===== src/design/trd_pkg.sv =====
`default_nettype none
// ----------------------------------------------------------------------------
// trd_pkg
// Shared types and constants for the TGA RLE stream decoder: header layout,
// status codes and the command that passes from the parser to the expander.
// ----------------------------------------------------------------------------
package trd_pkg;

    // Largest image side that is accepted is 2^DIM_BITS - 1.
    localparam int DIM_BITS  = 16;
    // Width and height fields of the TGA header.
    localparam int HDR_DIM_W = 16;
    localparam int PIX_CNT_W = 2 * HDR_DIM_W;
    localparam logic [HDR_DIM_W:0] DIM_MAX = (HDR_DIM_W + 1)'((1 << DIM_BITS) - 1);

    // Packet repeat count, 1 to 128.
    localparam int RUN_W = 8;

    localparam int FIFO_DEPTH = 4;
    localparam int FIFO_AW    = $clog2(FIFO_DEPTH);

    localparam int S_TDATA_W = 8;
    localparam int M_TDATA_W = 72;

    // Header byte positions.
    localparam int HDR_IDX_W = 5;
    localparam logic [HDR_IDX_W-1:0] HDR_ID_LEN   = 5'd0;
    localparam logic [HDR_IDX_W-1:0] HDR_CMAP     = 5'd1;
    localparam logic [HDR_IDX_W-1:0] HDR_TYPE     = 5'd2;
    localparam logic [HDR_IDX_W-1:0] HDR_WIDTH_LO = 5'd12;
    localparam logic [HDR_IDX_W-1:0] HDR_WIDTH_HI = 5'd13;
    localparam logic [HDR_IDX_W-1:0] HDR_HGT_LO   = 5'd14;
    localparam logic [HDR_IDX_W-1:0] HDR_HGT_HI   = 5'd15;
    localparam logic [HDR_IDX_W-1:0] HDR_BPP      = 5'd16;
    localparam logic [HDR_IDX_W-1:0] HDR_LAST     = 5'd17;

    localparam logic [7:0] TYPE_RAW = 8'h02;
    localparam logic [7:0] TYPE_RLE = 8'h0A;
    localparam logic [7:0] BPP_24   = 8'd24;
    localparam logic [7:0] BPP_32   = 8'd32;
    localparam logic [7:0] ALPHA_OPAQUE = 8'hFF;

    typedef enum logic [2:0] {
        ST_OK   = 3'd0,
        ST_CMAP = 3'd1,
        ST_TYPE = 3'd2,
        ST_BPP  = 3'd3,
        ST_SIZE = 3'd4
    } status_t;

    // One pixel repeated count times, or a header error when status is not ok.
    typedef struct packed {
        logic [31:0]      pixel;
        logic [RUN_W-1:0] count;
        logic             ends_image;
        logic             transparent;
        status_t          status;
    } cmd_t;

endpackage
`default_nettype wire


===== src/design/trd_front.sv =====
`default_nettype none
// ----------------------------------------------------------------------------
// trd_front
// Byte parser: collects and checks the header, skips the ID field, decodes
// packet headers, assembles pixels and sends one command per raw pixel or run.
// ----------------------------------------------------------------------------
module trd_front (
    input  wire logic          clk,
    input  wire logic          rst_n,
    input  wire logic          byte_en,
    input  wire logic [7:0]    data_byte,
    input  wire logic          first_byte,
    output logic               cmd_push,
    output trd_pkg::cmd_t      cmd
);
    import trd_pkg::*;

    typedef enum logic [2:0] {PH_IDLE, PH_HEADER, PH_ID, PH_DATA, PH_STOP} phase_t;

    phase_t                 phase_reg, phase_next;
    logic [HDR_IDX_W-1:0]   hdr_idx_reg, hdr_idx_next;
    logic [7:0]             id_rem_reg, id_rem_next;
    logic [HDR_DIM_W-1:0]   width_reg, width_next;
    logic [HDR_DIM_W-1:0]   height_reg, height_next;
    logic [7:0]             cmap_reg, cmap_next;
    logic [7:0]             type_reg, type_next;
    logic [7:0]             bpp_reg, bpp_next;
    logic                   is_rle_reg, is_rle_next;
    logic                   is_32_reg, is_32_next;
    logic [RUN_W-1:0]       pkt_rem_reg, pkt_rem_next;
    logic                   pkt_run_reg, pkt_run_next;
    logic [1:0]             pix_idx_reg, pix_idx_next;
    logic [23:0]            gather_reg, gather_next;
    logic [PIX_CNT_W-1:0]   left_reg, left_next;
    logic                   transp_reg, transp_next;

    logic                   pix_done;
    logic [7:0]             alpha;
    logic [7:0]             red;
    logic [31:0]            pixel;
    logic [RUN_W-1:0]       want;
    logic [RUN_W-1:0]       clipped;
    logic [PIX_CNT_W-1:0]   left_after;
    logic                   size_bad;

    always_comb
    begin
        pix_done   = (pix_idx_reg == (is_32_reg ? 2'd3 : 2'd2));
        alpha      = is_32_reg ? data_byte : ALPHA_OPAQUE;
        red        = is_32_reg ? gather_reg[23:16] : data_byte;
        pixel      = {alpha, gather_reg[7:0], gather_reg[15:8], red};
        if (!is_rle_reg || !pkt_run_reg)
        begin
            want = RUN_W'(1);
        end
        else
        begin
            want = pkt_rem_reg;
        end
        if (left_reg < PIX_CNT_W'(want))
        begin
            clipped = left_reg[RUN_W-1:0];
        end
        else
        begin
            clipped = want;
        end
        left_after = left_reg - PIX_CNT_W'(clipped);
        size_bad   = (width_reg == '0) || (height_reg == '0)
                     || ({1'b0, width_reg} > DIM_MAX) || ({1'b0, height_reg} > DIM_MAX);
    end

    always_comb
    begin
        phase_next   = phase_reg;
        hdr_idx_next = hdr_idx_reg;
        id_rem_next  = id_rem_reg;
        width_next   = width_reg;
        height_next  = height_reg;
        cmap_next    = cmap_reg;
        type_next    = type_reg;
        bpp_next     = bpp_reg;
        is_rle_next  = is_rle_reg;
        is_32_next   = is_32_reg;
        pkt_rem_next = pkt_rem_reg;
        pkt_run_next = pkt_run_reg;
        pix_idx_next = pix_idx_reg;
        gather_next  = gather_reg;
        left_next    = left_reg;
        transp_next  = transp_reg;
        cmd_push     = 1'b0;
        cmd.pixel       = '0;
        cmd.count       = RUN_W'(1);
        cmd.ends_image  = 1'b0;
        cmd.transparent = transp_reg;
        cmd.status      = ST_OK;

        if (byte_en)
        begin
            if (first_byte)
            begin
                // A new file always restarts, and this byte is the ID length.
                phase_next   = PH_HEADER;
                hdr_idx_next = HDR_IDX_W'(1);
                id_rem_next  = data_byte;
                width_next   = '0;
                height_next  = '0;
                cmap_next    = '0;
                type_next    = '0;
                bpp_next     = '0;
                transp_next  = 1'b0;
            end
            else
            begin
                unique case (phase_reg)
                    PH_HEADER:
                    begin
                        hdr_idx_next = hdr_idx_reg + HDR_IDX_W'(1);
                        unique case (hdr_idx_reg)
                            HDR_ID_LEN:   id_rem_next = data_byte;
                            HDR_CMAP:     cmap_next = data_byte;
                            HDR_TYPE:     type_next = data_byte;
                            HDR_WIDTH_LO: width_next[7:0] = data_byte;
                            HDR_WIDTH_HI: width_next[15:8] = data_byte;
                            HDR_HGT_LO:   height_next[7:0] = data_byte;
                            HDR_HGT_HI:   height_next[15:8] = data_byte;
                            HDR_BPP:      bpp_next = data_byte;
                            default:      ;
                        endcase
                        if (hdr_idx_reg == HDR_LAST)
                        begin
                            hdr_idx_next = '0;
                            priority if (cmap_reg != '0)
                            begin
                                cmd_push   = 1'b1;
                                cmd.status = ST_CMAP;
                            end
                            else if (type_reg != TYPE_RAW && type_reg != TYPE_RLE)
                            begin
                                cmd_push   = 1'b1;
                                cmd.status = ST_TYPE;
                            end
                            else if (bpp_reg != BPP_24 && bpp_reg != BPP_32)
                            begin
                                cmd_push   = 1'b1;
                                cmd.status = ST_BPP;
                            end
                            else if (size_bad)
                            begin
                                cmd_push   = 1'b1;
                                cmd.status = ST_SIZE;
                            end
                            if (cmd_push)
                            begin
                                phase_next = PH_STOP;
                            end
                            else
                            begin
                                is_rle_next  = (type_reg == TYPE_RLE);
                                is_32_next   = (bpp_reg == BPP_32);
                                left_next    = PIX_CNT_W'(width_reg) * PIX_CNT_W'(height_reg);
                                pkt_rem_next = '0;
                                pkt_run_next = 1'b0;
                                pix_idx_next = '0;
                                phase_next   = (id_rem_reg != '0) ? PH_ID : PH_DATA;
                            end
                        end
                    end
                    PH_ID:
                    begin
                        id_rem_next = id_rem_reg - 8'd1;
                        if (id_rem_reg == 8'd1)
                        begin
                            phase_next = PH_DATA;
                        end
                    end
                    PH_DATA:
                    begin
                        if (is_rle_reg && pkt_rem_reg == '0)
                        begin
                            pkt_rem_next = RUN_W'({1'b0, data_byte[6:0]}) + RUN_W'(1);
                            pkt_run_next = data_byte[7];
                        end
                        else if (!pix_done)
                        begin
                            pix_idx_next = pix_idx_reg + 2'd1;
                            unique case (pix_idx_reg)
                                2'd0:    gather_next[7:0]   = data_byte;
                                2'd1:    gather_next[15:8]  = data_byte;
                                2'd2:    gather_next[23:16] = data_byte;
                                default: ;
                            endcase
                        end
                        else
                        begin
                            pix_idx_next    = '0;
                            transp_next     = transp_reg | (alpha != ALPHA_OPAQUE);
                            if (is_rle_reg)
                            begin
                                pkt_rem_next = pkt_run_reg ? '0 : pkt_rem_reg - RUN_W'(1);
                            end
                            left_next       = left_after;
                            cmd_push        = 1'b1;
                            cmd.pixel       = pixel;
                            cmd.count       = clipped;
                            cmd.ends_image  = (left_after == '0);
                            cmd.transparent = transp_next;
                            if (left_after == '0)
                            begin
                                phase_next = PH_STOP;
                            end
                        end
                    end
                    default: ;
                endcase
            end
        end
    end

    always_ff @(posedge clk or negedge rst_n)
    begin
        if (!rst_n)
        begin
            phase_reg   <= PH_IDLE;
            hdr_idx_reg <= '0;
            id_rem_reg  <= '0;
            width_reg   <= '0;
            height_reg  <= '0;
            cmap_reg    <= '0;
            type_reg    <= '0;
            bpp_reg     <= '0;
            is_rle_reg  <= 1'b0;
            is_32_reg   <= 1'b0;
            pkt_rem_reg <= '0;
            pkt_run_reg <= 1'b0;
            pix_idx_reg <= '0;
            gather_reg  <= '0;
            left_reg    <= '0;
            transp_reg  <= 1'b0;
        end
        else
        begin
            phase_reg   <= phase_next;
            hdr_idx_reg <= hdr_idx_next;
            id_rem_reg  <= id_rem_next;
            width_reg   <= width_next;
            height_reg  <= height_next;
            cmap_reg    <= cmap_next;
            type_reg    <= type_next;
            bpp_reg     <= bpp_next;
            is_rle_reg  <= is_rle_next;
            is_32_reg   <= is_32_next;
            pkt_rem_reg <= pkt_rem_next;
            pkt_run_reg <= pkt_run_next;
            pix_idx_reg <= pix_idx_next;
            gather_reg  <= gather_next;
            left_reg    <= left_next;
            transp_reg  <= transp_next;
        end
    end

endmodule
`default_nettype wire


===== src/design/trd_cmd_fifo.sv =====
`default_nettype none
// ----------------------------------------------------------------------------
// trd_cmd_fifo
// Short command queue between the parser and the pixel expander.
// ----------------------------------------------------------------------------
module trd_cmd_fifo (
    input  wire logic          clk,
    input  wire logic          rst_n,
    input  wire logic          push,
    input  wire trd_pkg::cmd_t push_data,
    output logic               full,
    input  wire logic          pop,
    output trd_pkg::cmd_t      pop_data,
    output logic               empty
);
    import trd_pkg::*;

    cmd_t               entry_reg [FIFO_DEPTH];
    logic [FIFO_AW-1:0] wr_ptr_reg, wr_ptr_next;
    logic [FIFO_AW-1:0] rd_ptr_reg, rd_ptr_next;
    logic [FIFO_AW:0]   fill_reg, fill_next;
    logic               do_push;
    logic               do_pop;

    always_comb
    begin
        full        = (fill_reg == (FIFO_AW + 1)'(FIFO_DEPTH));
        empty       = (fill_reg == '0);
        do_push     = push && !full;
        do_pop      = pop && !empty;
        pop_data    = entry_reg[rd_ptr_reg];
        wr_ptr_next = do_push ? wr_ptr_reg + FIFO_AW'(1) : wr_ptr_reg;
        rd_ptr_next = do_pop ? rd_ptr_reg + FIFO_AW'(1) : rd_ptr_reg;
        fill_next   = fill_reg + (FIFO_AW + 1)'(do_push) - (FIFO_AW + 1)'(do_pop);
    end

    always_ff @(posedge clk or negedge rst_n)
    begin
        if (!rst_n)
        begin
            wr_ptr_reg <= '0;
            rd_ptr_reg <= '0;
            fill_reg   <= '0;
        end
        else
        begin
            wr_ptr_reg <= wr_ptr_next;
            rd_ptr_reg <= rd_ptr_next;
            fill_reg   <= fill_next;
        end
    end

    always_ff @(posedge clk)
    begin
        if (do_push)
        begin
            entry_reg[wr_ptr_reg] <= push_data;
        end
    end

endmodule
`default_nettype wire


===== src/design/trd_back.sv =====
`default_nettype none
// ----------------------------------------------------------------------------
// trd_back
// Pixel expander: takes one command at a time and sends its pixels up to two
// to a result through a registered output stage.
// ----------------------------------------------------------------------------
module trd_back (
    input  wire logic                          clk,
    input  wire logic                          rst_n,
    input  wire logic                          fifo_empty,
    input  wire trd_pkg::cmd_t                 fifo_data,
    output logic                               fifo_pop,
    output logic                               m_tvalid,
    input  wire logic                          m_tready,
    output logic [trd_pkg::M_TDATA_W-1:0]      m_tdata,
    output logic                               m_tlast,
    output logic [2:0]                         m_tuser
);
    import trd_pkg::*;

    logic             cur_valid_reg, cur_valid_next;
    cmd_t             cur_reg;
    logic [RUN_W-1:0] rem_reg, rem_next;
    logic [RUN_W-1:0] rem_after;
    logic             two;
    logic             slot_free;
    logic             produce;

    logic             out_valid_reg, out_valid_next;
    logic [31:0]      first_reg;
    logic [31:0]      second_reg;
    logic             second_valid_reg;
    logic             last_reg;
    logic             done_reg;
    logic             transp_reg;
    status_t          status_reg;

    always_comb
    begin
        slot_free = !out_valid_reg || m_tready;
        fifo_pop  = !cur_valid_reg && !fifo_empty;
        produce   = cur_valid_reg && slot_free;
        two       = (rem_reg > RUN_W'(1));
        rem_after = rem_reg - (two ? RUN_W'(2) : RUN_W'(1));

        cur_valid_next = cur_valid_reg;
        rem_next       = rem_reg;
        if (fifo_pop)
        begin
            cur_valid_next = 1'b1;
            rem_next       = fifo_data.count;
        end
        else if (produce)
        begin
            rem_next = rem_after;
            if (rem_after == '0)
            begin
                cur_valid_next = 1'b0;
            end
        end

        if (produce)
        begin
            out_valid_next = 1'b1;
        end
        else if (m_tready)
        begin
            out_valid_next = 1'b0;
        end
        else
        begin
            out_valid_next = out_valid_reg;
        end
    end

    always_ff @(posedge clk or negedge rst_n)
    begin
        if (!rst_n)
        begin
            cur_valid_reg <= 1'b0;
            out_valid_reg <= 1'b0;
            rem_reg       <= '0;
        end
        else
        begin
            cur_valid_reg <= cur_valid_next;
            out_valid_reg <= out_valid_next;
            rem_reg       <= rem_next;
        end
    end

    always_ff @(posedge clk)
    begin
        if (fifo_pop)
        begin
            cur_reg <= fifo_data;
        end
        if (produce)
        begin
            first_reg        <= cur_reg.pixel;
            second_reg       <= two ? cur_reg.pixel : '0;
            second_valid_reg <= two;
            last_reg         <= (rem_after == '0);
            done_reg         <= cur_reg.ends_image && (rem_after == '0);
            transp_reg       <= cur_reg.transparent;
            status_reg       <= cur_reg.status;
        end
    end

    assign m_tvalid = out_valid_reg;
    assign m_tdata  = {5'b0, transp_reg, done_reg, second_valid_reg, second_reg, first_reg};
    assign m_tlast  = last_reg;
    assign m_tuser  = status_reg;

endmodule
`default_nettype wire


===== src/design/tga_rle_stream_decoder.sv =====
`default_nettype none
// ----------------------------------------------------------------------------
// tga_rle_stream_decoder
// Path: a byte that completes a pixel passes the command queue, the command
// register and the output stage. Input: one byte per cycle while the
// four-entry command queue has room. Output: the expander loads one command
// at a time and sends its pixels up to two to a result, which sets the
// sustained rate for runs. Reset (asynchronous, active low) empties the queue
// and output stage and returns the parser to waiting for a first byte.
// ----------------------------------------------------------------------------
module tga_rle_stream_decoder (
    input  wire logic                          clk,
    input  wire logic                          rst_n,
    input  wire logic                          s_tvalid,
    output logic                               s_tready,
    input  wire logic [trd_pkg::S_TDATA_W-1:0] s_tdata,   // [7:0] data_byte
    input  wire logic                          s_tuser,   // [0] first_byte
    output logic                               m_tvalid,
    input  wire logic                          m_tready,
    output logic [trd_pkg::M_TDATA_W-1:0]      m_tdata,   // [31:0] pixel_first,
                                                          // [63:32] pixel_second,
                                                          // [64] second_valid,
                                                          // [65] image_done,
                                                          // [66] transparent,
                                                          // [71:67] zero
    output logic                               m_tlast,   // run_last
    output logic [2:0]                         m_tuser    // [2:0] status
);
    import trd_pkg::*;

    // The parser sees every transfer; it may push one command per byte.
    logic  byte_en;
    logic  cmd_push;
    cmd_t  cmd;
    logic  fifo_full;
    logic  fifo_empty;
    logic  fifo_pop;
    cmd_t  fifo_data;

    // Input is held off only while the command queue is full, so the parser
    // never has to drop a command.
    assign s_tready = !fifo_full;
    assign byte_en  = s_tvalid && s_tready;

    trd_front u_front (
        .clk        (clk),
        .rst_n      (rst_n),
        .byte_en    (byte_en),
        .data_byte  (s_tdata),
        .first_byte (s_tuser),
        .cmd_push   (cmd_push),
        .cmd        (cmd)
    );

    trd_cmd_fifo u_fifo (
        .clk       (clk),
        .rst_n     (rst_n),
        .push      (cmd_push),
        .push_data (cmd),
        .full      (fifo_full),
        .pop       (fifo_pop),
        .pop_data  (fifo_data),
        .empty     (fifo_empty)
    );

    // The expander turns each command into results of up to two pixels.
    trd_back u_back (
        .clk        (clk),
        .rst_n      (rst_n),
        .fifo_empty (fifo_empty),
        .fifo_data  (fifo_data),
        .fifo_pop   (fifo_pop),
        .m_tvalid   (m_tvalid),
        .m_tready   (m_tready),
        .m_tdata    (m_tdata),
        .m_tlast    (m_tlast),
        .m_tuser    (m_tuser)
    );

`ifndef ASSERT_OFF
    // The parser must never push into a full queue.
    assert property (@(posedge clk) disable iff (!rst_n) !(cmd_push && fifo_full))
        else $error("command pushed into a full queue");

    // A header error is a single result with no second pixel.
    assert property (@(posedge clk) disable iff (!rst_n)
        (m_tvalid && m_tuser != ST_OK) |-> (m_tlast && !m_tdata[64]))
        else $error("error status result is not a lone final result");

    // The end of the image is always the end of a run.
    assert property (@(posedge clk) disable iff (!rst_n)
        (m_tvalid && m_tdata[65]) |-> m_tlast)
        else $error("image end flagged without run end");
`endif

endmodule
`default_nettype wire

===== config.mk =====
export PLATFORM = sky130hd
export DESIGN_NAME = tga_rle_stream_decoder
export DESIGN_NICKNAME = d
export VERILOG_FILES = /design/src/design/trd_pkg.sv /design/src/design/trd_front.sv /design/src/design/trd_cmd_fifo.sv /design/src/design/trd_back.sv /design/src/design/tga_rle_stream_decoder.sv
export SDC_FILE = /design/constraint.sdc
export NUM_CORES = 1
export LEC_CHECK = 0
export ABC_AREA = 1
export BUFFER_PORTS_ARGS = -buffer_cell sky130_fd_sc_hd__buf_2
export CAP_MARGIN = 30
export CORE_UTILIZATION = 50
export CTS_BUF_LIST = sky130_fd_sc_hd__clkbuf_4
export DETAILED_ROUTE_END_ITERATION = 8
export PLACE_DENSITY = 0.66
export SYNTH_ARGS = -nofsm -noshare
export SYNTH_HDL_FRONTEND = slang
export SYNTH_HIERARCHICAL = 1
export SYNTH_SLANG_ARGS = --single-unit

===== constraint.sdc =====
create_clock -name clk -period 7.5 [get_ports clk]
set_input_delay 0.75 -clock clk [delete_from_list [all_inputs] [get_ports clk]]
set_output_delay 0.75 -clock clk [all_outputs]
set_load 0.01 [all_outputs]

==> Yosys cells after proc, flatten, opt, wreduce, memory -nomap -nowiden <==
Memory sizes are Yosys's and may differ from the RTL's.
Index checks and enable logic that the tools add are counted.
{ "op_classes": {"n_addsub": 11, "reduce_logical": 64, "n_mux": 97, "eq_ne": 37, "n_bitwise": 5, "order_cmp": 2, "mul": 1} }
{ "op_table": {"columns": ["op", "n"], "rows": [
  ["8-bit 2-to-1 mux", 27],
  ["32-bit 2-to-1 mux", 4],
  ["42-bit 2-to-1 mux", 3],
  ["45-bit 2-to-1 mux", 2],
  ["16-bit 2-to-1 mux", 4],
  ["32-bit case mux with 2 select lines", 1],
  ["3-bit 2-to-1 mux", 13],
  ["16-bit zero test", 2],
  ["32-bit zero test", 1],
  ["32-bit by 8-bit < comparator with 1-bit output", 1],
  ["16-bit by 16-bit multiplier with 32-bit output", 1],
  ["8-bit case mux with 2 select lines", 2],
  ["32-bit by 8-bit subtractor with 32-bit output", 1],
  ["6-bit AND reduction", 5],
  ["1-bit 2-to-1 mux", 29],
  ["2-bit nonzero test", 14],
  ["3-bit AND reduction", 8],
  ["7-bit AND reduction", 3],
  ["5-bit by 4-bit equality test with 1-bit output, second input constant", 4],
  ["8-bit zero test", 2],
  ["8-bit nonzero test", 2],
  ["8-bit by 1-bit subtractor with 8-bit output, second input constant", 2],
  ["5-bit 2-to-1 mux", 3],
  ["3-bit by 2-bit != test with 1-bit output, second input constant", 4],
  ["other kinds (45)", 79]
]} }
{ "word_totals": {"ff_bits": 267, "elab_cells": 255, "mem_count": 1, "out_inout_bits": 78, "inputBits": 13, "ram_bits": 180} }
{ "memory_table": {"columns": ["name", "depth", "width", "read_ports", "rd_clocked_by_memory_dff", "write_ports", "line_no", "rtl"], "rows": [
  ["u_fifo.entry_reg", 4, 45, 1, 0, 1, "trd_cmd_fifo.sv:18", "cmd_t entry_reg [FIFO_DEPTH];"]
]} }

==> Depth between registers and ports, before layout <==
Gate-level depths: netlist of the first run.
{ "logic_depth": {"depth_word": 17, "depth_mapped": 32, "depth_no_buf": 30} }

==> By module <==
The synthesis of the first run kept the hierarchy.
{ "by_module_without_submodules": {"columns": ["module", "cells_each", "area_per_inst_um2", "seq_area_each_um2", "instances"], "rows": [
  ["trd_front", 2454, 17573.1, 3553.4, 1],
  ["trd_cmd_fifo", 627, 7467.2, 5580.4, 1],
  ["trd_back", 286, 4399.2, 3493.4, 1],
  ["tga_rle_stream_decoder", 3, 13.8, 0.0, 1]
]} }

==> Least setup slack after synthesis of the first run <==
Ideal clock, no wire load.
{ "synth_path": {"kind": "reg-to-reg", "start": "register u_front.height_reg[1]", "end": "register u_front.left_reg[25]", "arrival_time_ps": 5658, "path_stages_with_launch": 28, "path_slack_ps": 1720, "required_time_ps": 7378, "path_buffers": 2, "setup_time_ps": 122, "path_cell_list": "dfrtp_1 -> clkbuf_1 -> buf_1 -> nand2_1 -> fa_1 -> inv_1 -> fa_1 -> inv_1 -> fa_1 -> inv_1 -> fa_1 -> inv_1 -> fa_1 -> inv_1 -> fa_1 -> ha_1 -> nand2_1 -> nand2_1 -> a21oi_1 -> nor2_1 -> nor2_1 -> nand3_1 -> a21o_1 -> or2_2 -> nand3_1 -> nand2_1 -> nand2_1 -> o21ai_1"} }
{ "synth_via": {"elab_chain_len": 12, "elab_cells_between_ends": 16, "classes_between": "1 x mul; 1 x eq/ne; 11 x mux; 3 x reduce/logical"} }
{ "synth_lines": {"columns": ["item", "line_no", "rtl"], "rows": [
  ["start: declaration", "trd_front.sv:24", "logic [HDR_DIM_W-1:0] height_reg, height_next;"],
  ["start signal: assignment", "trd_front.sv:247", "height_reg <= height_next;"],
  ["parallel branches: the longest is 12 deep, another holds 16-bit by 16-bit multiplier with 32-bit output", null, null],
  ["end signal: assignment", "trd_front.sv:257", "left_reg <= left_next;"],
  ["end: declaration", "trd_front.sv:34", "logic [PIX_CNT_W-1:0] left_reg, left_next;"]
]} }
Several ways; the timed one is not identified. The select of a mux whose other input is x is not followed.
A chain may end at the register's enable or synchronous reset.

==> Worst setup path in the final report of the first run <==
{ "layout_path": {"start": "register u_front.width_reg[10]", "end": "register u_front.left_reg[20]"} }
{ "layout_via": {"elab_chain_len": 12, "elab_cells_between_ends": 16, "classes_between": "1 x mul; 1 x eq/ne; 11 x mux; 3 x reduce/logical"} }
{ "layout_lines": {"columns": ["item", "line_no", "rtl"], "rows": [
  ["start: declaration", "trd_front.sv:23", "logic [HDR_DIM_W-1:0] width_reg, width_next;"],
  ["start signal: assignment", "trd_front.sv:246", "width_reg <= width_next;"],
  ["parallel branches: the longest is 12 deep, another holds 16-bit by 16-bit multiplier with 32-bit output", null, null]
]} }
Several ways; the timed one is not identified. The select of a mux whose other input is x is not followed.

==> out/results.tsv, run 1 <==
metric	value	unit
grt_pass1_vias	21690	
wl	67.36	mm
post_cts_buffers	0	
final.min_clock_period	6177	ps
die_w	244.7	microns
hold_path_class	input pin to flop	
area_growth	8.458	%
cts_sinks	447	
cap_violations	0	
cpMaxStageDelayCell	dfrtp_1	
ios	91	
critPathMaxStageDelay	820	ps
netlist_instances	3370	
timing.final.max_slew_violations	0	
yosysTopAreaCell	edfxtp_1	
gp_congestion	0.8982	
dr.pass1.iters	6	
worst_setup_path_start_kind	flop	
yosys.area.top_type_share	0.2936	
cpMostUsedCell	fa_1	
clock_skew	51.41	ps
ys_ff_latch	447	
fp.dieH	244.7	microns
nNetsFinal	3802	
max-vdd-ir-drop	0.2887	mV
rsz0062_at_grt	no	
synth_top_family_by_area	simple AND/OR/NAND/NOR gates	
synth_area_per_cell	8.740	sq um
placementRows	88	
finalHoldViolCount	0	
hp-start	m_tready	
critPathKind	flop to flop	
start_util	0.5086	
seq_area_frac_synth	0.4287	
clk_pin_slew	60	ps
htreeDepth	3	
power_density	336.0	mW/mm^2
gr-total-overflow	0	
synth.distinct_cells	56	
wl_per_cell	15.59	microns
synth_async_sr_flop_share	0.3557	
worst_skew_pair.late_latency	870	ps
portBuffers	85	
synth_edf_count	288	
cts_root_buf	clkbuf_4	
ant_nets	0	
worstPathRequired	8180	ps
worst_slew_margin_rel	0.3214	
synth-simple-area-share	0.1946	
outcome	finished clean	
synth.most_common_cell	nand2_1	
tightest_slew	1018	ps
synth-xor-area-share	0.006202	
grt_max_degree	78	
syn_area	0.02945	sq mm
cp_max_fo	18	
holdWs	173.1	ps
endpoint_kind	flop	
period_share	0.8236	
synth_compound_area_frac	0.07889	
drt_iter0_drc	1529	
worstReg2RegStart	u_front/width_reg[10]	
synth_adder_area_share	0.1929	
track_usage	0.2338	
crit_arrival	6860	ps
hpwl	47.99	mm
crit_start	u_front/width_reg[10]	
synth_mux_area_frac	0	
antenna_found_initial	2	
synth_area_leaders	edfxtp_1 29%, dfrtp_1 14%, fa_1 13%	
coreArea	0.05792	sq mm
setup_tns	0	ps
dr_total_vias	22050	
largest_reg_flops	180	
grt_pass1_wl	111.4	mm
fillerInstances	5388	
path_cells	nand2_1, fa_1, inv_1, fa_1, inv_1, fa_1, fa_1, inv_1, fa_1, inv_1, fa_1, inv_1, ha_1, a21oi_1, o21ai_0, a21oi_1, o21ai_0, nand2_1, nand2_1, or2_2, nand3_1, nand2_1, nand2_1, o21ai_1	
fp.dieArea	0.05988	sq mm
drive_above_1_share	0.1028	
max_clock_freq	0.1619	GHz
synthFlopType	edfxtp_1	
setup_viol	0	
synth_commonest_cells	851 x nand2_1, 584 x inv_1, 317 x nor2_1	
leakage	15.07	nW
cts_tree	built	
cts_inserted_buffers	115	
via_per_inst	5.104	
cts_max_path_buffers	3	
yosys_warnings	6	
remaining_drc_errors	0	
==> power breakdown <==
group / total, W / internal (W) / switching, W
clock network: 0.00217 / 0.00116 / 0.00101
logic: 0.00504 / 0.00180 / 0.00323
registers: 0.00353 / 0.00296 / 0.000571
total: 0.0107 / 0.00592 / 0.00481
==> area by class of cell <==
| cell class | count | area, sq um | share of cell area |
|---|---|---|---|
| diodes | 4 | 10.01 | 0.0003133 |
| clock inverters | 44 | 279.0 | 0.008734 |
| repair buffers | 101 | 554.3 | 0.01735 |
| inverters | 597 | 2241 | 0.07015 |
| clock buffers | 172 | 1291 | 0.04042 |
| well taps | 765 | 957.2 | 0.02996 |
| flip-flops and latches | 447 | 12630 | 0.3954 |
| multi-input cells | 2191 | 13980 | 0.4377 |
==> worst max-delay path: cells and delay by family, from the launching register on <==
kind            cells  cell delay, ps
flops               1             820
fa+ha+maj           7            3400
simple gates        7             820
buf+inv             5             250
compound gates      5             740
==> per-layer routing <==
layer / share of wire / track usage / wire length (microns) / vias to the layer above
met3: 0.057 / 0.03816 / 3855 / 111
met2: 0.49 / 0.3929 / 32940 / 656
li1: - / - / - / 10870
met1: 0.43 / 0.3045 / 28700 / 10420
met4: 0.028 / 0.08621 / 1863 / 0
met5: 0 / 0 / 0 / -
==> metrics by stage <==
step | util | setup slack (ps) | instances | cell area [sq um] | total power (W)
2_1_floorplan | - | 1720 | 3374 | 29470 | 0.007204
3_3_place_gp | 0.5239 | 1432 | 4098 | 30340 | 0.008542
3_5_place_dp | 0.5241 | 1296 | 4100 | 30350 | 0.008605
4_1_cts | 0.5514 | 1322 | 4317 | 31930 | 0.01085
5_1_grt | 0.5515 | 931.0 | 4320 | 31940 | 0.01176
6_report | 0.5516 | 1323 | 4321 | 31940 | 0.01073
==> cell usage in the layout (no fill, tap or decap), types with 23 or more instances in the layout <==
master,n
nor3_1,23
fa_1,197
dfrtp_1,158
clkinv_1,36
buf_2,84
edfxtp_1,288
nand2_1,851
nand3_1,100
nor2_2,39
clkbuf_4,172
a21oi_1,101
o21ai_1,43
nand4_1,28
o21ai_0,225
inv_1,584
ha_1,139
nor2_1,311
==> logic make-up after synthesis <==
| group | count (synthesis) |
|---|---|
| and+or+nand+nor | 1401 |
| buffers and inverters | 736 |
| DFF | 447 |
| AOI/OAI and AO/OA | 429 |
| adders and majority gates | 336 |
| xor gates and xnor gates | 20 |
| other | 1 |
==> final timing paths <==
kind / to / slack, ps / depth (start not counted)
setup / recovery: u_front/left_reg[20] / 1320 / 24
min in group asynchronous: u_front/left_reg[30] / 360 / 2
setup reg to reg: u_front/left_reg[20] / 1320 / 24
hold reg to reg: u_back/m_tuser[2] / 420 / 0
hold / removal: u_back/m_tvalid / 170 / 4
max in group asynchronous: u_front/cmap_reg[1] / 5850 / 3
==> repair_timing <==
action	in CTS	in global routing
endpoints found under the hold margin	30	0
hold buffers	1	0
resized for setup	0	0
Note: power is estimated with default switching activity, not from simulation.
==> inputs of run 2 (changes only) <==
- clock period: 7.5 -> 5.9 ns (I/O delays scaled with it)
==> out/results.tsv, run 2 (same netlist as run 1, synthesis figures left out) <==
metric	value	unit	change
die_w	244.7	microns	unchanged
antenna_found_initial	2		unchanged
cap_violations	0		unchanged
worst_setup_path_start_kind	flop		unchanged
dr.pass1.iters	5		was 6
holdWs	121.5	ps	was 173.1 ps
grt_pass1_vias	21590		was 21690
layoutNonFillerInstCount	4390		was 4321
hold_path_class	input pin to flop		unchanged
area_growth	11.04	%	was 8.458%
worstPathRequired	6590	ps	was 8180 ps
dr_total_vias	22430		was 22050
power_density	432.8	mW/mm^2	was 336.0 mW/mm^2
period_share	0.9631		was 0.8236
portBuffers	85		unchanged
clock_skew	56.48	ps	was 51.41 ps
timing.final.max_slew_violations	0		unchanged
cpMaxStageDelayCell	fa_1		was dfrtp_1
met3_usage	0.03521		was 0.03816
gp_congestion	0.8899		was 0.8982
cts_max_path_buffers	3		unchanged
cp_num_buf_inv	6		was 5
endpoint_kind	flop		unchanged
setup_viol	0		unchanged
worst_slew_margin_rel	0.3528		was 0.3214
dp_slack	-68.19	ps	was 1296 ps
cts_tree	built		unchanged
drt_iter0_drc	1373		was 1529
leakage	15.41	nW	was 15.07 nW
layout_commonest_cell	nand2_1		unchanged
wl_per_cell	15.39	microns	was 15.59 microns
htreeDepth	3		unchanged
ios	91		unchanged
mostFrequentLayoutCells	840 x nand2_1, 580 x inv_1, 309 x nor2_1, 288 x edfxtp_1, 220 x o21ai_0		was 851 x nand2_1, 584 x inv_1, 311 x nor2_1, 288 x edfxtp_1, 225 x o21ai_0
max-vdd-ir-drop	0.3787	mV	was 0.2887 mV
tightest_slew	964.4	ps	was 1018 ps
worst_slack	217.6	ps	was 1323 ps
crit_arrival	6370	ps	was 6860 ps
outcome	finished clean		unchanged
critPathMaxStageDelay	550	ps	was 820 ps
setup_tns	0	ps	unchanged
wl	67.55	mm	was 67.36 mm
worst_skew_pair.late_latency	870	ps	about the same
coreArea	0.05792	sq mm	unchanged
drive_above_1_share	0.1369		was 0.1028
clk_pin_slew	70	ps	was 60 ps
hpwl	48.97	mm	was 47.99 mm
remaining_drc_errors	0		unchanged
cpMostUsedCell	fa_1		unchanged
largest_reg_flops	180		unchanged
via_per_inst	5.110		was 5.104
cts_sinks	447		unchanged
utilization	0.5647		was 0.5516
met1_usage	0.3003		was 0.3045
track_usage	0.2311		was 0.2338
start_util	0.5086		unchanged
fp.dieH	244.7	microns	unchanged
finalHoldViolCount	0		unchanged
max_clock_freq	0.1760	GHz	was 0.1619 GHz
grt_max_degree	85		was 78
nNetsFinal	3877		was 3802
cts_inserted_buffers	115		unchanged
grt_pass1_wl	110.7	mm	was 111.4 mm
grt_util_met2	0.3959		was 0.3929
grt-busiest-layer	met2		unchanged
critPathKind	flop to flop		unchanged
cp_max_fo	4		was 18
dp.cells	4152		was 4100
fillerInstances	5317		was 5388
placementRows	88		unchanged
critPathTopFamily	adder cells		unchanged
rsz0062_at_grt	yes		was no
ant_nets	0		unchanged
final.min_clock_period	5682	ps	was 6177 ps
fp.dieArea	0.05988	sq mm	unchanged
cts_root_buf	clkbuf_4		unchanged
gr-total-overflow	0		unchanged
run 2: changes by cell type in the layout (fill, tap and decap cells not counted), sizes merged:
cell	delta
buf	+74
clkbuf	-10
clkinv	+7
bufinv	-3
diode	-3
inv	+2
clkinvlp	+1
dlygate4sd3	+1
run 2: cell type report:
type	instances	area, sq um	area share
Antenna cell	1	2.502	0.00007652
Multi-Input combinational cell	2191	14220	0.4350
Tap cell	765	957.2	0.02927
Inverter	597	2241	0.06852
Clock inverter	51	231.5	0.007078
Timing Repair Buffer	176	1179	0.03604
Clock buffer	162	1216	0.03719
Sequential cell	447	12650	0.3869
run 2: metrics by stage:
step | total power, W | area (sq um)
4_1_cts | 0.01377 | 32240
2_1_floorplan | 0.009157 | 29470
6_report | 0.01415 | 32700
5_1_grt | 0.01546 | 32700
3_3_place_gp | 0.01105 | 30770
3_5_place_dp | 0.01112 | 30770
run 2: power breakdown:
part / switching (W) / leakage (nW) / internal [W]
Combinational: 0.00463 / 9.79 / 0.00275
Clock: 0.00127 / 0.866 / 0.00128
Sequential: 0.000456 / 4.76 / 0.00377
run 2: routing by layer:
layer | vias up | part of all wire
met5 | - | 0.00019
met4 | 2 | 0.021
met3 | 99 | 0.051
met2 | 603 | 0.50
met1 | 10720 | 0.43
li1 | 11010 | -
run 2: timing repair:
| action | 4_1_cts | 5_1_grt |
|---|---|---|
| setup buffers | 0 | 19 |
| pin swaps | 0 | 26 |
| gates resized for setup | 2 | 81 |
| endpoints found under the hold margin | 83 | 0 |
| cloned | 0 | 0 |
| setup endpoints to repair | 5 | 19 |
| hold buffers | 2 | 0 |
run 2: final timing paths:
check	start	endpoint	slack, ps	cells past startpoint
min	s_tdata[1]	u_front/id_rem_reg[1]	120	3
max in group asynchronous	rst_n	u_fifo/rd_ptr_reg[0]	4620	3
min in group asynchronous	rst_n	u_front/left_reg[30]	310	2
max	u_front/width_reg[8]	u_front/left_reg[25]	220	26
max reg2reg	u_front/width_reg[8]	u_front/left_reg[25]	220	26
min reg2reg	u_back/cur_reg[35]	u_back/first_reg[22]	420	0
run 2: worst min-delay path, stage by stage:
cell	delay [ps]
buf_2	150
o211ai_1	100
o21ai_0	80
==> inputs of run 3 (changes only) <==
- CORE_ASPECT_RATIO: default -> 0.6
- CTS_BUF_LIST: sky130_fd_sc_hd__clkbuf_4 -> sky130_fd_sc_hd__clkbuf_16
- RECOVER_POWER: default -> 100
==> out/results.tsv, run 3 (same netlist as run 1, synthesis figures left out) <==
metric	value	unit	change
outcome	finished, violations left		was finished clean
violations	capacitance limit, slew limit		
cpMaxStageDelayCell	fa_1		unchanged
timing.final.max_slew_violations	422		was 0
ant_nets	0		unchanged
worstPathRequired	6380	ps	was 6590 ps
clock_skew	46.63	ps	was 56.48 ps
coreArea	0.05786	sq mm	was 0.05792 sq mm
area_growth	11.13	%	was 11.04%
period_share	0.9709		was 0.9631
grt_max_degree	133		was 85
cap_violations	10		was 0
crit_arrival	6210	ps	was 6370 ps
die_w	315.3	microns	was 244.7 microns
hpwl	56.37	mm	was 48.97 mm
ios	91		unchanged
utilization	0.5657		was 0.5647
clk_pin_slew	70	ps	about the same
start_util	0.5091		was 0.5086
htreeDepth	2		was 3
dp_slack	-66.68	ps	was -68.19 ps
worst_setup_path_start_kind	flop		unchanged
max_clock_freq	0.1746	GHz	was 0.1760 GHz
critPathMaxStageDelay	550	ps	about the same
drive_above_1_share	0.08770		was 0.1369
hold_path_class	input pin to flop		unchanged
cp_max_fo	12		was 4
largest_reg_flops	180		unchanged
wl_per_cell	17.81	microns	was 15.39 microns
cts_inserted_buffers	44		was 115
dr.pass1.iters	6		was 5
gp_congestion	1.004		was 0.8899
power_density	465.5	mW/mm^2	was 432.8 mW/mm^2
remaining_drc_errors	0		unchanged
fp.dieH	190	microns	was 244.7 microns
dr_total_vias	22720		was 22430
cts_max_path_buffers	3		unchanged
placementRows	68		was 88
max-vdd-ir-drop	0.4179	mV	was 0.3787 mV
leakage	15.12	nW	was 15.41 nW
fp.dieArea	0.05991	sq mm	was 0.05988 sq mm
via_per_inst	5.306		was 5.110
cts_tree	built		unchanged
tightest_slew	3425	ps	was 964.4 ps
worst_slew_margin_rel	-1.283		was 0.3528
worst_slack	171.5	ps	was 217.6 ps
drt_iter0_drc	2526		was 1373
grt_pass1_vias	20860		was 21590
cts_sinks	447		unchanged
cts_root_buf	clkbuf_16		was clkbuf_4
final.min_clock_period	5728	ps	was 5682 ps
track_usage	0.2587		was 0.2311
n_antenna_cell	0		was 1
wl	76.26	mm	was 67.55 mm
grt_pass1_wl	119.7	mm	was 110.7 mm
mostFrequentLayoutCells	846 x nand2_1, 601 x inv_1, 314 x nor2_1, 288 x edfxtp_1, 219 x o21ai_0		was 840 x nand2_1, 580 x inv_1, 309 x nor2_1, 288 x edfxtp_1, 220 x o21ai_0
worst_skew_pair.late_latency	620	ps	was 870 ps
critPathKind	flop to flop		unchanged
setup_viol	0		unchanged
antenna_found_initial	3		was 2
portBuffers	85		unchanged
finalHoldViolCount	0		unchanged
gr-total-overflow	0		unchanged
endpoint_kind	flop		unchanged
nNetsFinal	3825		was 3877
rsz0062_at_grt	yes		unchanged
layout_commonest_cell	nand2_1		unchanged
==> run 3: changes by cell type in the layout (fill, tap and decap cells not counted), sizes merged <==
cell,delta
buf,-68
bufinv,+2
clkbuf,-30
clkinv,-31
clkinvlp,+3
diode,-1
dlygate4sd3,-1
inv,+13
==> run 3: repair_timing <==
action | 4_1_cts | 5_1_grt
pin swaps | 0 | 16
gates resized for setup | 6 | 102
setup buffers | 0 | 20
hold endpoints to repair | 27 | 0
setup endpoints to repair | 6 | 20
hold buffers | 1 | 0
==> run 3: where the power goes <==
part / total [W] / switching [W] / internal (W)
Combinational: 0.00821 / 0.00512 / 0.00309
Sequential: 0.00428 / 0.000503 / 0.00378
Clock: 0.00275 / 0.00128 / 0.00147
==> run 3: path summary, 6_finish.rpt <==
| kind | start | end | slack, ps | cells after the start |
|---|---|---|---|---|
| setup / recovery | u_front/width_reg[7] | u_front/left_reg[17] | 170 | 26 |
| hold / removal | m_tready | u_back/m_tvalid | 250 | 4 |
| setup reg to reg | u_front/width_reg[7] | u_front/left_reg[17] | 170 | 26 |
| hold reg to reg | u_back/cur_reg[3] | u_back/transp_reg | 420 | 0 |
| max in group asynchronous | rst_n | u_front/height_reg[9] | 3210 | 3 |
| min in group asynchronous | rst_n | u_front/left_reg[10] | 1010 | 2 |
==> run 3: critical path, delay by kind of cell, from the launching register on <==
kind	cells	cell delay, ps
simple gates	10	1180
compound gates	3	340
flops	1	400
buf+inv	6	420
fa+ha+maj	7	3260
==> run 3: metrics by stage <==
stage               instance area (sq um)  hold WS [ps]  instances  setup TNS [ps]  total power (W)
global route                        32730         251.1       4282          -441.1          0.01642
floorplan                           29470         294.4       3374               0         0.009157
CTS                                 32400         247.1       4261               0          0.01433
global placement                    30970         405.2       4174               0          0.01144
detailed placement                  30990         412.4       4178          -149.6          0.01153
finish                              32730         245.5       4282               0          0.01524
==> run 3: final cells by class <==
type                    instances  area (sq um)
fillers                      5258         25120
multi-input cells            2191         14190
flip-flops and latches        447         12660
inverters                     597          2241
repair buffers                195          1291
clock buffers                  44          1101
well taps                     770         963.4
clock inverters                38         286.5
==> run 3: metal layers <==
metal | vias up | global-route usage | routed length, microns
li1 | 10810 | - | -
met1 | 10850 | 0.4399 | 38650
met2 | 985 | 0.3122 | 27540
met3 | 75 | 0.07794 | 9024
met4 | 2 | 0.04292 | 976
met5 | - | 0.008929 | 73
